File: config.mk
export PLATFORM = sky130hd
export DESIGN_NAME = oaids_cell
export DESIGN_NICKNAME = d
export VERILOG_FILES = /design/src/design/oaids_pkg.sv /design/src/design/oaids_cell.sv
export SDC_FILE = /design/constraint.sdc
export NUM_CORES = 1
export LEC_CHECK = 0
export CORE_ASPECT_RATIO = 1.75
export CORE_MARGIN = 2
export CORE_UTILIZATION = 60
export CTS_CLUSTER_DIAMETER = 200
export DETAILED_ROUTE_END_ITERATION = 8
export DONT_BUFFER_PORTS = 1
export GPL_ROUTABILITY_DRIVEN = 1
export PLACE_DENSITY = 0.76
export SLEW_MARGIN = 20
export SYNTH_ARGS = -nofsm -noshare
export SYNTH_HDL_FRONTEND = slang
export SYNTH_SLANG_ARGS = --single-unit
File: constraint.sdc
create_clock -name clk -period 2.7 [get_ports clk]
set_input_delay 0.54 -clock clk [delete_from_list [all_inputs] [get_ports clk]]
set_output_delay 0.54 -clock clk [all_outputs]
set_load 0.05 [all_outputs]
File: src/design/oaids_pkg.sv
// Package for the ordered list store: sizes, operation and status codes,
// the per-cell control bundle and the value narrowing helper.
// No dependencies.
`default_nettype none

package oaids_pkg;

  localparam int CAPACITY    = 64;
  localparam int VALUE_WIDTH = 32;
  localparam int IDX_W       = $clog2(CAPACITY);
  localparam int CNT_W       = $clog2(CAPACITY + 1);
  localparam int POS_W       = 7;
  localparam int WIDE_W      = (CNT_W > POS_W) ? CNT_W : POS_W;

  localparam logic [CNT_W-1:0] CAP_CNT = CNT_W'(CAPACITY);

  // Operation codes
  localparam logic [2:0] OP_INS_FRONT = 3'd0;
  localparam logic [2:0] OP_INS_BACK  = 3'd1;
  localparam logic [2:0] OP_INS_AT    = 3'd2;
  localparam logic [2:0] OP_REM_FRONT = 3'd3;
  localparam logic [2:0] OP_REM_BACK  = 3'd4;
  localparam logic [2:0] OP_REM_AT    = 3'd5;
  localparam logic [2:0] OP_SEARCH    = 3'd6;
  localparam logic [2:0] OP_CLEAR     = 3'd7;

  // Status codes
  localparam logic [2:0] ST_DONE      = 3'd0;
  localparam logic [2:0] ST_NOT_FOUND = 3'd1;
  localparam logic [2:0] ST_BAD_INDEX = 3'd2;
  localparam logic [2:0] ST_FULL      = 3'd3;
  localparam logic [2:0] ST_EMPTY     = 3'd4;

  typedef logic [VALUE_WIDTH-1:0] entry_t;

  typedef struct packed {
    logic             ins;
    logic             del;
    logic             srch;
    logic [IDX_W-1:0] idx;
    logic [CNT_W-1:0] cnt;
    entry_t           val;
  } cell_ctrl_t;

  // Sign-extend the 32-bit request value, then keep the stored width.
  function automatic entry_t to_entry(input logic [31:0] v);
    logic [63:0] w;
    w = {{32{v[31]}}, v};
    return w[VALUE_WIDTH-1:0];
  endfunction

endpackage

`default_nettype wire

File: src/design/oaids_cell.sv
// One slot of the ordered list: holds an entry, shifts with its neighbors
// on insert and remove, and registers its own search match.
// Depends on oaids_pkg.
`default_nettype none

module oaids_cell
  import oaids_pkg::*;
(
  input  wire logic             clk,
  input  wire logic [IDX_W-1:0] cell_index,
  input  wire cell_ctrl_t       ctrl,
  input  wire entry_t           prev_data,
  input  wire entry_t           next_data,
  output entry_t                data,
  output logic                  match
);

  always_ff @(posedge clk) begin
    if (ctrl.ins) begin
      // open the gap: slots above the target take their lower neighbor
      if (cell_index > ctrl.idx) begin
        data <= prev_data;
      end else if (cell_index == ctrl.idx) begin
        data <= ctrl.val;
      end
    end else if (ctrl.del) begin
      if (cell_index >= ctrl.idx) begin
        data <= next_data;
      end
    end
  end

  always_ff @(posedge clk) begin
    if (ctrl.srch) begin
      match <= (CNT_W'(cell_index) < ctrl.cnt) && (data == ctrl.val);
    end
  end

endmodule

`default_nettype wire

==> results.toml, run 1 <==
[drt]
drt_iter0_drc = 30
via_per_inst = 6.77
route.detailed.drc = 0
route.vias.total = 1624
post_drt_wl_per_cell_um = 23.5
final_antenna_net_count = 0
wirelength_um = 5650
dr.pass1.iters = 4

[clock_network]
cts_num_sinks = 33
cts-resized-gates = 0
hold_buffers = 0
clk_pin_slew_ns = 0.06
clk_path_buf_depth = 2
cts_tree = "done"
clock_latency_ns = 0.28
postCtsSetupRepairBufs = 0
clock-root-buffer = "clkbuf_8"
cts_buffers = 5
htree_levels = 2

[timing]
fin_crit_ns = 2.06
grt_setup_unrepaired = "false"
finalSetupViolations = 0
clock_skew_ns = 0.00587
tns_ns = 0
fmax_ghz = 0.486
slew_headroom = 0.576
hold_slack_ns = 0.374
maxSlewViolCount = 0
tightestPinTransition_ns = 0.636
hold_viol = 0
post-route-period-util = 0.761

[floorplanning]
die-area_mm2 = 0.00432
coreArea_mm2 = 0.00363
initial_core_util = 0.627
pin_count = 152
die_w_um = 50.5
rows = 29
die_h_um = 85.4

[layout]
final_cell_mix = "edfxtp_1 (33), or2_2 (32), xor2_1 (32)"
drive_gt1_frac = 0.227
fin_nets = 325
fillers = 294
antenna_cells = 0
mostFrequentLayoutCell = "edfxtp_1"
syn_to_final_growth_pct = 4.13

[pwr]
p_leak_uw = 0.000874
fin_total_pwr_uw = 1610
ir_drop_mv = 0.458
power_density_mw_per_mm2 = 682

[critical_path]
end_kind = "flip-flop"
cp_cell_sequence = "inv_1 -> ha_1 -> nand2_1 -> o21ai_1 -> o21bai_1 -> a21bo_2 -> o221a_2"
crit_family = "compound AO/OA/AOI/OAI gates"
path_buf_inv = 1
r2r-end = "match"
critPathMaxStageDelay_ns = 0.58
startpoint_type = "input pin"
reg2reg_from = "data[31]"
reg2regPathDepth = 4
cp_slowest_cell = "a21bo_2"
critPathKind = "input pin to flip-flop"
cp.required_ns = 2.84
critPathArrivalTime_ns = 2.20
r2r_slack_ns = 0.90
path_max_fanout = 32

[global_routing]
antenna_found_initial = 0
grt_overflow = 0
grt_max_degree = 36
first_global_vias = 1792
grt_first_pass_wirelength_um = 8510
track_usage = 0.267

[min_path]
holdPathStages = 0
holdPathEnd = "match"
hold_path_class = "input pin to flip-flop"
worstHoldStart = "ctrl[45]"

[placement]
gp_congestion = 0.822
hpwlAfterDp_um = 4570
portBuffers = 0

[run_status]
outcome = "complete, no violations"

[yosys]
syn_avg_cell_area_um2 = 11.7
synth_cell_types = 26
ys_seq_area_frac = 0.436
synthesis.nets = 324
netlist_area_mm2 = 0.00227
synth_cells = 194
ys_warn_count = 0
synth-seq-cells = 33

[job]
maxCapViolCount = 0
-- cell type report --
type	instances	area, um2	share of cell area
well taps	46	57.6	0.0243
multi-input cells	139	1170	0.496
inverters	13	48.8	0.0206
repair buffers	3	22.5	0.00951
clock buffers	5	68.8	0.0291
flip-flops and latches	33	991	0.419
clock inverters	1	5.00	0.00211
-- worst max path at each step --
stage,slack (ns),start,depth (start not counted),endpoint
6_report,0.64,ctrl[44],7,data[0]
5_1_grt,0.55,ctrl[44],7,data[22]
4_1_cts,0.66,ctrl[44],7,data[5]
3_5_place_dp,0.38,ctrl[44],6,data[0]
3_3_place_gp,0.46,ctrl[44],6,data[31]
2_1_floorplan,0.40,ctrl[44],5,data[0]
-- Yosys cell counts --
library cell / n / area share
edfxtp_1: 33 / 0.44
or2_2: 32 / 0.088
xor2_1: 32 / 0.12
o221a_1: 30 / 0.15
inv_1: 13 / 0.021
ha_1: 11 / 0.061
nor4_1: 8 / 0.022
a21oi_1: 6 / 0.013
buf_2: 3 / 0.0066
buf_6: 3 / 0.015
clkbuf_1: 3 / 0.0050
nand4_1: 3 / 0.0083
a21o_1: 2 / 0.0066
nand2_1: 2 / 0.0033
o221a_2: 2 / 0.0099
a21bo_2: 1 / 0.0044
nand2b_1: 1 / 0.0028
nand3_1: 1 / 0.0022
nand4b_1: 1 / 0.0039
nor3_1: 1 / 0.0022
o21ai_0: 1 / 0.0022
o21ai_1: 1 / 0.0022
o21bai_1: 1 / 0.0033
o22a_1: 1 / 0.0039
o22ai_1: 1 / 0.0028
or2_1: 1 / 0.0028
-- sequential cells by signal, summed over array words and instances, names as in the netlist --
| name | cells |
|---|---|
| data | 32 |
| match | 1 |
-- power breakdown --
group / internal (uW) / switching [uW]
registers: 676 / 340
clock network: 169 / 160
logic: 132 / 138
-- routing by layer --
layer | vias up | wire, um | GRT usage
met5 | - | 0 | 0
met4 | 0 | 102 | 0.0737
met3 | 11 | 572 | 0.0915
met2 | 106 | 3220 | 0.517
met1 | 765 | 1760 | 0.254
li1 | 742 | - | -
-- metrics by stage --
stage,instances,utilization,instance area [um2],setup slack (ns)
final,240,0.652,2370,0.644
after detailed placement,234,0.632,2290,0.375
after global routing,240,0.652,2370,0.550
after floorplan,194,-,2270,0.403
after global placement,234,0.632,2290,0.461
after CTS,240,0.652,2370,0.655
-- cell families (layout without fill, tap and decap cells) --
logic type               Yosys count  count (layout)  synth area share
XOR/XNOR                          32              32             0.123
flip-flops                        33              33             0.436
AND/OR/NAND/NOR                   50              50             0.135
buffers and inverters             22              22            0.0479
AO/OA/AOI/OAI                     46              46             0.197
adder cells (fa/ha/maj)           11              11            0.0605
No activity file was read; power rests on OpenSTA's default activity.
==> run 2, diff against run 1 <==
--- a/config.mk
+++ b/config.mk
@@ -5,9 +5,10 @@
 export SDC_FILE = /design/constraint.sdc
 export NUM_CORES = 1
 export LEC_CHECK = 0
+export ABC_AREA = 1
 export CORE_ASPECT_RATIO = 1.75
 export CORE_MARGIN = 2
-export CORE_UTILIZATION = 60
+export CORE_UTILIZATION = 58
 export CTS_CLUSTER_DIAMETER = 200
 export DETAILED_ROUTE_END_ITERATION = 8
 export DONT_BUFFER_PORTS = 1
==> constraint.sdc (replaced) <==
create_clock -name clk -period 1.66 [get_ports clk]
set_input_delay 0.332 -clock clk [delete_from_list [all_inputs] [get_ports clk]]
set_output_delay 0.332 -clock clk [all_outputs]
set_load 0.05 [all_outputs]
==> run 2 against run 1 <==
Global-route usage increased by 0.98 points. Critical endpoint is now data[19]. Final cell count rose by 130%. Hold slack got worse by 0.22 ns.
==> results.toml, run 2 <==
[run_status]
outcome = "complete, no violations"

[floorplanning]
rows = 34
die_w_um = 57.3
pin_count = 152
die-area_mm2 = 0.00558
initial_core_util = 0.590
die_h_um = 97.3
coreArea_mm2 = 0.00489

[pwr]
seqPwrFrac = 0.372
p_leak_uw = 0.00197
power_frac_comb = 0.441
p_switching_uw = 1350
p_clk_frac = 0.187
sw_frac_of_total = 0.420
power.internal_uw = 1870
ir_drop_mv = 0.672
power_density_mw_per_mm2 = 927
fin_total_pwr_uw = 3220

[critical_path]
end_kind = "flip-flop"
path_max_fanout = 18
crit_top_cell = "nand2_1"
critPathMaxStageDelay_ns = 0.23
r2r-end = "match"
reg2reg_from = "data[3]"
cp_slowest_cell = "ha_4"
critPathKind = "input pin to flip-flop"
critPathArrivalTime_ns = 1.43
reg2regPathDepth = 7
startpoint_type = "input pin"
r2r_slack_ns = 0.45
cp_cell_sequence = "inv_6 -> ha_4 -> a21oi_1 -> buf_4 -> nand3_4 -> nand2_4 -> buf_12 -> nand2_1 -> nand3_1 -> nand2_1"
crit_family = "simple AND/OR/NAND/NOR gates"
path_buf_inv = 3
cp.required_ns = 1.71

[clock_network]
clk_pin_slew_ns = 0.07
clock_latency_ns = 0.29
cts-resized-gates = 0
clock-root-buffer = "clkbuf_8"
cts_tree = "done"
hold_buffers = 0
postCtsSetupRepairBufs = 0
cts_buffers = 5
htree_levels = 2
cts_num_sinks = 33
clk_path_buf_depth = 2

[timing]
maxSlewViolCount = 0
finalSetupViolations = 0
fmax_ghz = 0.724
post-route-period-util = 0.832
grt_setup_unrepaired = "false"
slew_headroom = 0.690
fin_crit_ns = 1.38
clock_skew_ns = 0.00685
hold_viol = 0
tightestPinTransition_ns = 0.466

[yosys]
synth-edff-count = 33
synth-seq-cells = 33
ys.flop_type = "edfxtp_1"
ys_seq_area_frac = 0.343
synthArstFlopShare = 0
synthesis.nets = 591
netlist_area_mm2 = 0.00289
synth.top_cell.area_share = 0.343
ys_warn_count = 0
syn_avg_cell_area_um2 = 6.26
synth_cells = 461
synthTopCellsByArea = "edfxtp_1 (34%), nand2_1 (24%), inv_1 (14%)"
synthMostInstantiatedCell = "nand2_1"
synth_cell_types = 20
synth_common_cells = "nand2_1 (187), inv_1 (105), nand3_1 (67)"
synth_top_cell_by_area = "edfxtp_1"

[drt]
route.detailed.drc = 0
dr.pass1.iters = 4
wirelength_um = 7430
via_per_inst = 5.19
route.vias.total = 2855
final_antenna_net_count = 0
post_drt_wl_per_cell_um = 13.5
drt_iter0_drc = 165

[job]
maxCapViolCount = 0

[layout]
fin_cells = 550
mostFrequentLayoutCell = "nand2_1"
syn_to_final_growth_pct = 20.2
reg_top3 = "data: 32 flops, match: 1 flops"
drive_gt1_frac = 0.139
largest_register_ffs = 32
fin_nets = 625
top_register = "data"
fillers = 448
stdcell_area_mm2 = 0.00347
final_cell_mix = "nand2_1 (185), inv_1 (100), nand3_1 (67)"
antenna_cells = 0

[global_routing]
grt_use_met3 = 0.0466
first_global_vias = 2697
track_usage = 0.276
grt_max_degree = 35
grt_overflow = 0
grt_util_met1 = 0.315
grt_first_pass_wirelength_um = 12200
antenna_found_initial = 0
gr-usage-met2 = 0.498
busiest_layer = "met2"

[placement]
dpl.cell_count = 542
gp_congestion = 0.880
placed_cell_area_mm2 = 0.00338
portBuffers = 0
hpwlAfterDp_um = 6040

[min_path]
hold_path_class = "input pin to flip-flop"
holdPathEnd = "match"
worstHoldStart = "ctrl[45]"
holdPathStages = 0
## run 2: cell types whose count changed after synthesis, moves of 4 or more
cell,delta
a21oi_1,-4
inv_1,+92
nand2_1,+185
nand3_1,+66
nor2_1,+20
nor4_1,-8
o21ai_0,+6
o221a_1,-30
or2_2,-32
xnor2_1,+5
xor2_1,-31
## run 2: power groups by stage
| stage | Clock, uW | Combinational, uW | Sequential [uW] |
|---|---|---|---|
| detailed placement | 0 | 1430 | 1210 |
| CTS | 613 | 1430 | 1190 |
| global route | 649 | 1540 | 1210 |
| finish | 602 | 1420 | 1200 |
| floorplan | 0 | 574 | 1660 |
| global placement | 0 | 1400 | 1200 |
## run 2: metrics by stage
step                      setup slack [ns]  TNS [ns]   util  hold slack [ns]
after global placement            -0.00746    -0.107  0.692            0.445
final                                0.279         0  0.709            0.155
after global routing                 0.196         0  0.709            0.136
after CTS                            0.287         0  0.709            0.145
after floorplan                     -0.292     -9.34      -            0.444
after detailed placement           -0.0182    -0.524  0.692            0.445
## run 2: final cells by class
type	count	area, um2	share of cell area
inverters	105	423	0.122
clock inverters	3	17.5	0.00505
repair buffers	43	398	0.115
multi-input cells	307	1510	0.434
well taps	54	67.6	0.0195
clock buffers	5	68.8	0.0198
flip-flops and latches	33	991	0.286
## run 2: worst reg2reg max path, cell delays in order (launching register included)
cell	delay, ns
edfxtp_1	0.42
nand2_1	0.11
nand2_1	0.05
nor2_1	0.08
nand2_1	0.08
nor2_1	0.11
nand3_1	0.11
nor2_1	0.11
## run 2: how the worst max path moves through the flow
stage | end | startpoint | cells past startpoint
after floorplan | data[0] | ctrl[43] | 9
after global placement | data[11] | ctrl[42] | 9
after detailed placement | data[7] | ctrl[44] | 10
after CTS | data[1] | ctrl[44] | 10
after global routing | data[4] | ctrl[44] | 10
final | data[19] | ctrl[44] | 10
## run 2: kinds of logic after synthesis
family	Yosys count	share of synthesized area
DFF	33	0.343
AOI/OAI and AO/OA	9	0.0156
and+or+nand+nor	281	0.407
adders and majority gates	11	0.0477
buffers and inverters	121	0.168
xor gates and xnor gates	6	0.0182
## run 2: routing by layer
layer | vias to the layer above | part of all wire | wire length [um]
met5 | - | 0 | 0
met1 | 1246 | 0.36 | 2700
met4 | 0 | 0.024 | 177
li1 | 1459 | - | -
met3 | 16 | 0.073 | 543
met2 | 134 | 0.54 | 4010
