## config.mk

```make
export PLATFORM = sky130hd
export DESIGN_NAME = oaids_prio
export DESIGN_NICKNAME = d
export VERILOG_FILES = /design/src/design/oaids_pkg.sv /design/src/design/oaids_prio.sv
export SDC_FILE = /design/constraint.sdc
export NUM_CORES = 1
export LEC_CHECK = 0
export BUFFER_PORTS_ARGS = -buffer_cell sky130_fd_sc_hd__buf_2
export CAP_MARGIN = 20
export CORE_ASPECT_RATIO = 1.4
export CORE_MARGIN = 5
export CORE_UTILIZATION = 30
export DETAILED_ROUTE_END_ITERATION = 16
export PLACE_DENSITY = 0.63
export SETUP_SLACK_MARGIN = 0.05
export SLEW_MARGIN = 20
export SYNTH_ARGS = -nofsm -noshare
export SYNTH_HDL_FRONTEND = slang
export SYNTH_SLANG_ARGS = --single-unit
```

## constraint.sdc

```tcl
create_clock -name vclk -period 2.1
set_clock_uncertainty 0.05 [all_clocks]
set_input_delay 0.42 -clock vclk [all_inputs]
set_output_delay 0.42 -clock vclk [all_outputs]
set_load 0.005 [all_outputs]
```

## src/design/oaids_pkg.sv

```systemverilog
// Package for the ordered list store: sizes, operation and status codes,
// the per-cell control bundle and the value narrowing helper.
// No dependencies.
`default_nettype none

package oaids_pkg;

  localparam int CAPACITY    = 64;
  localparam int VALUE_WIDTH = 32;
  localparam int IDX_W       = $clog2(CAPACITY);
  localparam int CNT_W       = $clog2(CAPACITY + 1);
  localparam int POS_W       = 7;
  localparam int WIDE_W      = (CNT_W > POS_W) ? CNT_W : POS_W;

  localparam logic [CNT_W-1:0] CAP_CNT = CNT_W'(CAPACITY);

  // Operation codes
  localparam logic [2:0] OP_INS_FRONT = 3'd0;
  localparam logic [2:0] OP_INS_BACK  = 3'd1;
  localparam logic [2:0] OP_INS_AT    = 3'd2;
  localparam logic [2:0] OP_REM_FRONT = 3'd3;
  localparam logic [2:0] OP_REM_BACK  = 3'd4;
  localparam logic [2:0] OP_REM_AT    = 3'd5;
  localparam logic [2:0] OP_SEARCH    = 3'd6;
  localparam logic [2:0] OP_CLEAR     = 3'd7;

  // Status codes
  localparam logic [2:0] ST_DONE      = 3'd0;
  localparam logic [2:0] ST_NOT_FOUND = 3'd1;
  localparam logic [2:0] ST_BAD_INDEX = 3'd2;
  localparam logic [2:0] ST_FULL      = 3'd3;
  localparam logic [2:0] ST_EMPTY     = 3'd4;

  typedef logic [VALUE_WIDTH-1:0] entry_t;

  typedef struct packed {
    logic             ins;
    logic             del;
    logic             srch;
    logic [IDX_W-1:0] idx;
    logic [CNT_W-1:0] cnt;
    entry_t           val;
  } cell_ctrl_t;

  // Sign-extend the 32-bit request value, then keep the stored width.
  function automatic entry_t to_entry(input logic [31:0] v);
    logic [63:0] w;
    w = {{32{v[31]}}, v};
    return w[VALUE_WIDTH-1:0];
  endfunction

endpackage

`default_nettype wire

```

## src/design/oaids_prio.sv

```systemverilog
// Lowest-index priority encoder over the registered match bits of the cells.
// Depends on oaids_pkg.
`default_nettype none

module oaids_prio
  import oaids_pkg::*;
(
  input  wire logic [CAPACITY-1:0] hits,
  output logic                     hit_any,
  output logic [IDX_W-1:0]         hit_idx
);

  always_comb begin
    hit_any = 1'b0;
    hit_idx = '0;
    for (int i = CAPACITY - 1; i >= 0; i--) begin
      if (hits[i]) begin
        hit_any = 1'b1;
        hit_idx = IDX_W'(i);
      end
    end
  end

endmodule

`default_nettype wire
```

==> results.json, run 1 <==
{
  "dpl.hpwl_um": 3095,
  "start_kind": "input port",
  "worst_slack_ns": -0.1472,
  "grt.total_usage": 0.1843,
  "worst_pin_slew_ns": 0.3376,
  "port_buffers": 71,
  "arrival_ns": 1.78,
  "dp_slack_ns": -0.2063,
  "layout_min_cycle_time_ns": 2.247,
  "synthCells": 140,
  "crit_chain": "buf_6 -> or4_4 -> o21ai_2 -> a21oi_1 -> o21ai_1 -> o2111ai_1 -> a21boi_1 -> buf_2",
  "rsz0062_at_grt": "true",
  "worst-setup-path-type": "input port to output pin",
  "synth_area_per_cell_um2": 5.452,
  "drive_above_1_share": 0.5244,
  "path_max_fanout": 2,
  "crit_family": "compound AO/OA/AOI/OAI gates",
  "nNetsFinal": 312,
  "die_h_um": 69.68,
  "routedWlPerCell_um": 12.68,
  "vias": 1527,
  "critPathBufInv": 2,
  "gp_congestion": 0.9119,
  "core_um2": 2417,
  "tns_ns": -0.5975,
  "drt_iter0_drc": 19,
  "power.density_nw_per_um2": 147.8,
  "cp_slowest_cell": "or4_4",
  "nClkBuffers": 0,
  "final_common_cell": "buf_2",
  "p_leak_nw": 0.7230,
  "first_pass_iters": 4,
  "cp.required_ns": 1.63,
  "ant_nets": 0,
  "critPathCapture": "hit_idx[2]",
  "routed_wl_um": 3550,
  "synth_cell_types": 34,
  "finalCritPeriodShare": 1.070,
  "final-setup-viol-count": 6,
  "die_area_um2": 3667,
  "synth_nets": 204,
  "hold_class": "input port to output pin",
  "initial_core_util": 0.3157,
  "vdd_drop_max_uv": 92.90,
  "crit_path_max_incr_delay_ns": 0.55,
  "end_kind": "output pin",
  "fmax_mhz": 445.0,
  "antenna_found_initial": 0,
  "num_io_pins": 71,
  "grt_pass1_wl_um": 5678,
  "outcome": "finished with violations",
  "seq_cells": 0,
  "grt_max_degree": 5,
  "final_cell_mix": "buf_2, buf_4, nor2_1, a21oi_1",
  "synthToLayoutAreaGrowth_pct": 104.3,
  "via_per_inst": 5.454,
  "antenna_cells": 0,
  "ys_seq_area_frac": 0,
  "fillers": 235,
  "drv_slew": 0,
  "drv_cap": 0,
  "row_count": 21,
  "die_w_um": 52.63,
  "ys_warn_count": 0,
  "multi_input_area_um2": 819.5,
  "crit_start": "hits[57]",
  "slew_headroom": 0.7728,
  "failed_checks": "setup timing",
  "gr-total-overflow": 0,
  "crit_cells": 8,
  "seqCellArea_um2": 0,
  "hold_viol": 0,
  "grt_pass1_vias": 1503,
  "synthesis.area_um2": 763.2,
  "remaining_drc_errors": 0
}
==> area by class of cell <==
cell class | instances | area share
inverters | 12 | 0.02889
repair buffers | 106 | 0.4181
well taps | 34 | 0.02729
multi-input cells | 128 | 0.5257
==> where the power goes <==
| part | switching (W) | leakage (nW) | internal, W | total, W |
|---|---|---|---|---|
| clock network | 0 | 0 | 0 | 0 |
| registers | 0 | 0 | 0 | 0 |
| logic | 0.000109 | 0.723 | 0.000122 | 0.000230 |
==> cells by family (layout without fill, tap and decap cells) <==
| logic type | Yosys count | count (layout) | share of synthesized area |
|---|---|---|---|
| AO/OA/AOI/OAI | 46 | 46 | 0.3902 |
| buffers and inverters | 12 | 118 | 0.05901 |
| AND/OR/NAND/NOR | 82 | 82 | 0.5508 |
==> repair_timing <==
item,4_1_cts,5_1_grt
setup endpoints to repair,7,7
resized for setup,21,8
pin swaps,22,1
hold buffers,0,0
setup buffers,1,0
==> cells in the mapped netlist <==
cell,count,area (µm²)
a221oi_1,1,8.760
a2111oi_0,1,8.760
nor3_1,11,55.05
a41oi_1,1,8.760
or4_4,3,33.78
o21ai_1,4,20.02
o21ai_0,8,40.04
nor2_2,1,6.260
o31ai_1,2,15.01
o21a_1,1,7.510
and4_1,1,8.760
o221ai_1,1,8.760
o311a_1,1,10.01
nor2b_1,3,18.77
and3_1,2,12.51
nor4_1,15,93.84
nand3_1,4,20.02
nand4_1,2,12.51
nor2_1,29,108.9
a21boi_1,1,7.510
o311ai_1,2,17.52
a31oi_1,2,12.51
o2bb2ai_1,1,8.760
o211ai_1,2,15.01
nand2_1,8,30.03
a2111oi_1,1,10.01
o2111ai_1,1,8.760
nand2b_1,1,6.260
a21oi_1,13,65.06
a311oi_1,2,17.52
o21bai_1,1,7.510
or2_1,1,6.260
inv_1,12,45.04
or4_1,1,7.510
==> layer usage <==
layer	wire [µm]	global-route usage	vias to the layer above
met2	1968	0.3854	57
met4	65	0.02841	0
met5	0	0	-
li1	-	-	766
met3	286	0.01505	6
met1	1229	0.1832	698
==> per-stage QoR <==
stage	hold slack, ns	std cells	total power, W	instance area (µm²)	util
5_1_grt	1.245	280	0.0002551	1559	0.6449
3_3_place_gp	1.210	279	0.0002029	1416	0.5859
2_1_floorplan	0.9173	140	0.00005802	763.2	-
4_1_cts	1.203	280	0.0002243	1525	0.6310
3_5_place_dp	1.198	279	0.0002091	1416	0.5859
6_report	1.203	280	0.0002305	1559	0.6449
==> worst min path at each step <==
stage | slack (ns) | cells past startpoint | from | end
finish | 1.20 | 5 | hits[0] | hit_idx[1]
global placement | 1.21 | 5 | hits[0] | hit_idx[1]
global route | 1.24 | 5 | hits[0] | hit_idx[1]
floorplan | 0.92 | 3 | hits[0] | hit_idx[1]
CTS | 1.20 | 5 | hits[0] | hit_idx[1]
detailed placement | 1.20 | 5 | hits[0] | hit_idx[1]
Note: power is estimated with default switching activity, not from simulation.
==> run 2, diff against run 1 <==
--- a/config.mk
+++ b/config.mk
@@ -7,11 +7,13 @@
 export LEC_CHECK = 0
 export BUFFER_PORTS_ARGS = -buffer_cell sky130_fd_sc_hd__buf_2
 export CAP_MARGIN = 20
+export CELL_PAD_IN_SITES_DETAIL_PLACEMENT = 0
+export CELL_PAD_IN_SITES_GLOBAL_PLACEMENT = 1
 export CORE_ASPECT_RATIO = 1.4
 export CORE_MARGIN = 5
-export CORE_UTILIZATION = 30
+export CORE_UTILIZATION = 23
 export DETAILED_ROUTE_END_ITERATION = 16
-export PLACE_DENSITY = 0.63
+export PLACE_DENSITY = 0.8
 export SETUP_SLACK_MARGIN = 0.05
 export SLEW_MARGIN = 20
 export SYNTH_ARGS = -nofsm -noshare
==> run 2 against run 1 <==
Effect of this change: the run still ends with setup timing left; sequential share of layout area did not move; hold slack improved by 0.0084 ns; core utilization decreased by 12 points; maximum frequency up 0.30%; via count is 0.20% lower; die area grew 25%; cell count up 4.3%; setup slack better by 0.0066 ns; largest power group unchanged.
==> results.json, run 2 (same netlist as run 1, synthesis figures left out) <==
{
  "outcome": "finished with violations",
  "failed_checks": "setup timing",
  "antenna_found_initial": 0,
  "remaining_drc_errors": 0,
  "vias": 1524,
  "finalCritPeriodShare": 1.067,
  "crit_family": "compound AO/OA/AOI/OAI gates",
  "end_kind": "output pin",
  "multi_input_area_um2": 837.1,
  "drive_above_1_share": 0.5375,
  "nClkBuffers": 0,
  "switching_share": 0.4596,
  "hold_class": "input port to output pin",
  "tns_ns": -0.5012,
  "dpl.hpwl_um": 3177,
  "final_common_cell": "buf_2",
  "ant_nets": 0,
  "hold_end": "hit_idx[1]",
  "hold_viol": 0,
  "nNetsFinal": 319,
  "drt_iter0_drc": 32,
  "drv_slew": 0,
  "path_max_fanout": 2,
  "crit_cells": 8,
  "worst_pin_slew_ns": 0.3656,
  "p_leak_nw": 0.7853,
  "hold_buffers": 0,
  "crit_path_max_incr_delay_ns": 0.53,
  "critPathBufInv": 2,
  "synthToLayoutAreaGrowth_pct": 117.5,
  "grt_max_degree": 5,
  "gp_congestion": 0.8639,
  "hp-start": "hits[0]",
  "drv_cap": 0,
  "grt_pass1_vias": 1512,
  "seq_cells": 0,
  "grt.total_usage": 0.1518,
  "final_util": 0.5266,
  "slew_headroom": 0.7540,
  "p_switching_w": 0.0001127,
  "worst-setup-path-type": "input port to output pin",
  "worst_slack_ns": -0.1405,
  "crit_chain": "buf_6 -> or4_4 -> o21ai_2 -> a21oi_2 -> o21ai_1 -> o2111ai_1 -> a21boi_1 -> buf_2",
  "power.density_nw_per_um2": 147.7,
  "die_w_um": 58.69,
  "vdd_drop_max_uv": 77.97,
  "fillers": 350,
  "die_h_um": 78.16,
  "hold_depth": 5,
  "seqPwrFrac": 0,
  "cp_slowest_cell": "or4_4",
  "p_int_w": 0.0001325,
  "via_per_inst": 5.219,
  "holdWs_ns": 1.211,
  "layout_min_cycle_time_ns": 2.241,
  "arrival_ns": 1.77,
  "power_w": 0.0002452,
  "grt_pass1_wl_um": 5913,
  "num_io_pins": 71,
  "port_buffers": 71,
  "first_pass_iters": 4,
  "start_kind": "input port",
  "seqCellArea_um2": 0,
  "core_um2": 3153,
  "p_clk_frac": 0,
  "gr-total-overflow": 0,
  "antenna_cells": 0,
  "cp.required_ns": 1.63,
  "routedWlPerCell_um": 12.71,
  "row_count": 24,
  "die_area_um2": 4587,
  "p_comb_frac": 1.000,
  "fmax_mhz": 446.3,
  "final_cell_mix": "buf_2, buf_4, nor2_1, nor4_1, inv_1",
  "final-setup-viol-count": 7,
  "instances_no_fill": 292,
  "placedCellCount": 289,
  "initial_core_util": 0.2421,
  "routed_wl_um": 3710,
  "rsz0062_at_grt": "true"
}
[run 2: cell type report]
cell class,count,area share
Inverter,12,0.02713
Multi-Input combinational cell,128,0.5041
Tap cell,39,0.02939
Timing Repair Buffer,113,0.4393
[run 2: worst max path at each step]
| stage | startpoint | to | slack, ns |
|---|---|---|---|
| 6_report | hits[57] | hit_idx[2] | -0.14 |
| 5_1_grt | hits[57] | hit_idx[2] | -0.20 |
| 4_1_cts | hits[57] | hit_idx[2] | -0.15 |
| 3_5_place_dp | hits[31] | hit_idx[3] | -0.22 |
| 3_3_place_gp | hits[56] | hit_idx[2] | -0.21 |
| 2_1_floorplan | hits[56] | hit_idx[2] | 0.08 |
[run 2: power by group through the flow]
stage,clock (W),sequential (W),combinational [W]
finish,0,0,0.000245
global route,0,0,0.000271
CTS,0,0,0.000235
detailed placement,0,0,0.000213
global placement,0,0,0.000213
floorplan,0,0,0.0000580
[run 2: timing repair]
action                     CTS  global route
pin swaps                   25             9
buffers inserted             1             2
setup endpoints to repair    7             7
gates resized for setup     29             8
[run 2: tightest hold or removal path: stages]
cell	delay, ns
buf_2	0.12
nor3_1	0.05
o21ai_0	0.07
a21oi_1	0.05
buf_2	0.12
[run 2: per-layer routing]
layer,global-route usage,share of wire
met1,0.1547,0.35
met2,0.3244,0.57
met3,0.01149,0.074
met4,0.01814,0.0051
met5,0,0
[run 2: stage by stage]
stage / setup slack [ns] / instance area [µm²]
after floorplan: 0.08134 / 763.2
after global placement: -0.2145 / 1460
after detailed placement: -0.2204 / 1460
after CTS: -0.1489 / 1600
after global routing: -0.2039 / 1660
final: -0.1405 / 1660
==> run 3, diff against run 2 <==
--- a/config.mk
+++ b/config.mk
@@ -13,7 +13,7 @@
 export CORE_MARGIN = 5
 export CORE_UTILIZATION = 23
 export DETAILED_ROUTE_END_ITERATION = 16
-export PLACE_DENSITY = 0.8
+export PLACE_DENSITY_LB_ADDON = 0.1
 export SETUP_SLACK_MARGIN = 0.05
 export SLEW_MARGIN = 20
 export SYNTH_ARGS = -nofsm -noshare
==> run 3 against run 2 <==
Effect of this change: the run still ends with setup timing left; combinational power up 3%; via count down 1.4%; cell count down 0.34%; setup slack better by 0.00050 ns; core utilization down 0.16 points; clock-buffer cell count unchanged; highest routed layer unchanged.
==> results.json, run 3 (same netlist as run 1, synthesis figures left out) <==
{
  "worst_pin_slew_ns": 0.3363,
  "core_um2": 3153,
  "fmax_mhz": 446.4,
  "routedWlPerCell_um": 13.48,
  "rsz0062_at_grt": "true",
  "hold_class": "input port to output pin",
  "final-setup-viol-count": 7,
  "start_kind": "input port",
  "nNetsFinal": 318,
  "finalCritPeriodShare": 1.067,
  "critPathBufInv": 2,
  "crit_path_max_incr_delay_ns": 0.53,
  "end_kind": "output pin",
  "nClkBuffers": 0,
  "drv_cap": 0,
  "ant_nets": 0,
  "finish.instance_area_um2": 1655,
  "drive_above_1_share": 0.5397,
  "seq_cells": 0,
  "critPathCapture": "hit_idx[3]",
  "worst-setup-path-type": "input port to output pin",
  "worst_slack_ns": -0.1400,
  "row_count": 24,
  "via_per_inst": 5.165,
  "drv_slew": 0,
  "final_common_cell": "buf_2",
  "p_leak_nw": 0.7639,
  "remaining_drc_errors": 0,
  "dpl.hpwl_um": 3453,
  "failed_checks": "setup timing",
  "antenna_cells": 0,
  "vias": 1503,
  "seqCellArea_um2": 0,
  "gp_congestion": 0.8666,
  "crit_start": "hits[57]",
  "initial_core_util": 0.2421,
  "arrival_ns": 1.77,
  "crit_chain": "buf_6 -> or4_4 -> nor2b_1 -> o21ai_1 -> a21oi_2 -> o21ai_1 -> and3_1 -> buf_2",
  "cp_slowest_cell": "or4_4",
  "path_max_fanout": 2,
  "die_w_um": 58.69,
  "die_h_um": 78.16,
  "power.density_nw_per_um2": 152.5,
  "grt_pass1_wl_um": 6375,
  "grt_max_degree": 5,
  "antenna_found_initial": 0,
  "outcome": "finished with violations",
  "crit_cells": 8,
  "slew_headroom": 0.7700,
  "grt_pass1_vias": 1584,
  "crit_family": "simple AND/OR/NAND/NOR gates",
  "first_pass_iters": 4,
  "cp.required_ns": 1.63,
  "vdd_drop_max_uv": 79.11,
  "num_io_pins": 71,
  "power_w": 0.0002524,
  "fillers": 346,
  "grt.total_usage": 0.1665,
  "layout_min_cycle_time_ns": 2.240,
  "postPlaceCellArea_um2": 1468,
  "port_buffers": 71,
  "cp_common_cell": "o21ai_1",
  "gr-total-overflow": 0,
  "drt_iter0_drc": 23,
  "hold_viol": 0,
  "die_area_um2": 4587,
  "routed_wl_um": 3922,
  "hold_buffers": 0,
  "synthToLayoutAreaGrowth_pct": 116.9,
  "final_cell_mix": "buf_2, buf_4, nor2_1, nor4_1"
}
run 3: cell types whose count changed in the layout (fill, tap and decap cells not counted), moves of 2 or more:
cell / change
nor2_1: -2
nor2_2: +4
nor4_2: -2
buf_6: -4
nor2_4: -2
run 3: per-stage QoR:
step	hold slack (ns)	utilization	setup WS (ns)	setup TNS [ns]	cells
floorplan	0.9173	-	0.08134	0	140
global placement	1.256	0.4655	-0.2112	-1.071	290
detailed placement	1.245	0.4655	-0.2303	-1.152	290
CTS	1.262	0.5099	-0.1566	-0.7038	291
global route	1.308	0.5250	-0.2395	-1.266	291
finish	1.244	0.5250	-0.1400	-0.6052	291
run 3: metal layers:
| metal | global-route usage | part of all wire | vias to the layer above | wire length (µm) |
|---|---|---|---|---|
| met2 | 0.3691 | 0.57 | 47 | 2246 |
| met3 | 0.01314 | 0.069 | 4 | 270 |
| li1 | - | - | 772 | - |
| met4 | 0.006803 | 0.011 | 0 | 44 |
| met5 | 0 | 0 | - | 0 |
| met1 | 0.1633 | 0.35 | 680 | 1360 |
run 3: final cells by class:
cell class         count  area (µm²)  area share
multi-input cells    128       849.6      0.5132
repair buffers       112       711.9      0.4301
well taps             39       48.80     0.02948
inverters             12       45.04     0.02721
run 3: how the worst min path moves through the flow:
stage | start | to | slack [ns] | depth (start not counted)
after floorplan | hits[0] | hit_idx[1] | 0.92 | 3
final | hits[22] | hit_idx[0] | 1.24 | 5
after global placement | hits[22] | hit_idx[0] | 1.26 | 5
after CTS | hits[22] | hit_idx[0] | 1.26 | 5
after global routing | hits[21] | hit_idx[1] | 1.31 | 5
after detailed placement | hits[22] | hit_idx[0] | 1.24 | 5
run 3: worst min-delay path: stages:
cell      delay, ns
buf_2          0.11
nor4_1         0.06
nand4_1        0.08
o211ai_1       0.07
buf_2          0.13
run 3: repair_timing:
action | CTS | global route
setup buffers | 1 | 0
endpoints found under the setup margin | 7 | 7
gates resized for setup | 29 | 7
pin swaps | 22 | 6
run 3: report_power, final:
group	total, W	internal [W]	switching (W)
clock	0	0	0
sequential	0	0	0
combinational	0.000252	0.000134	0.000119
total	0.000252	0.000134	0.000119
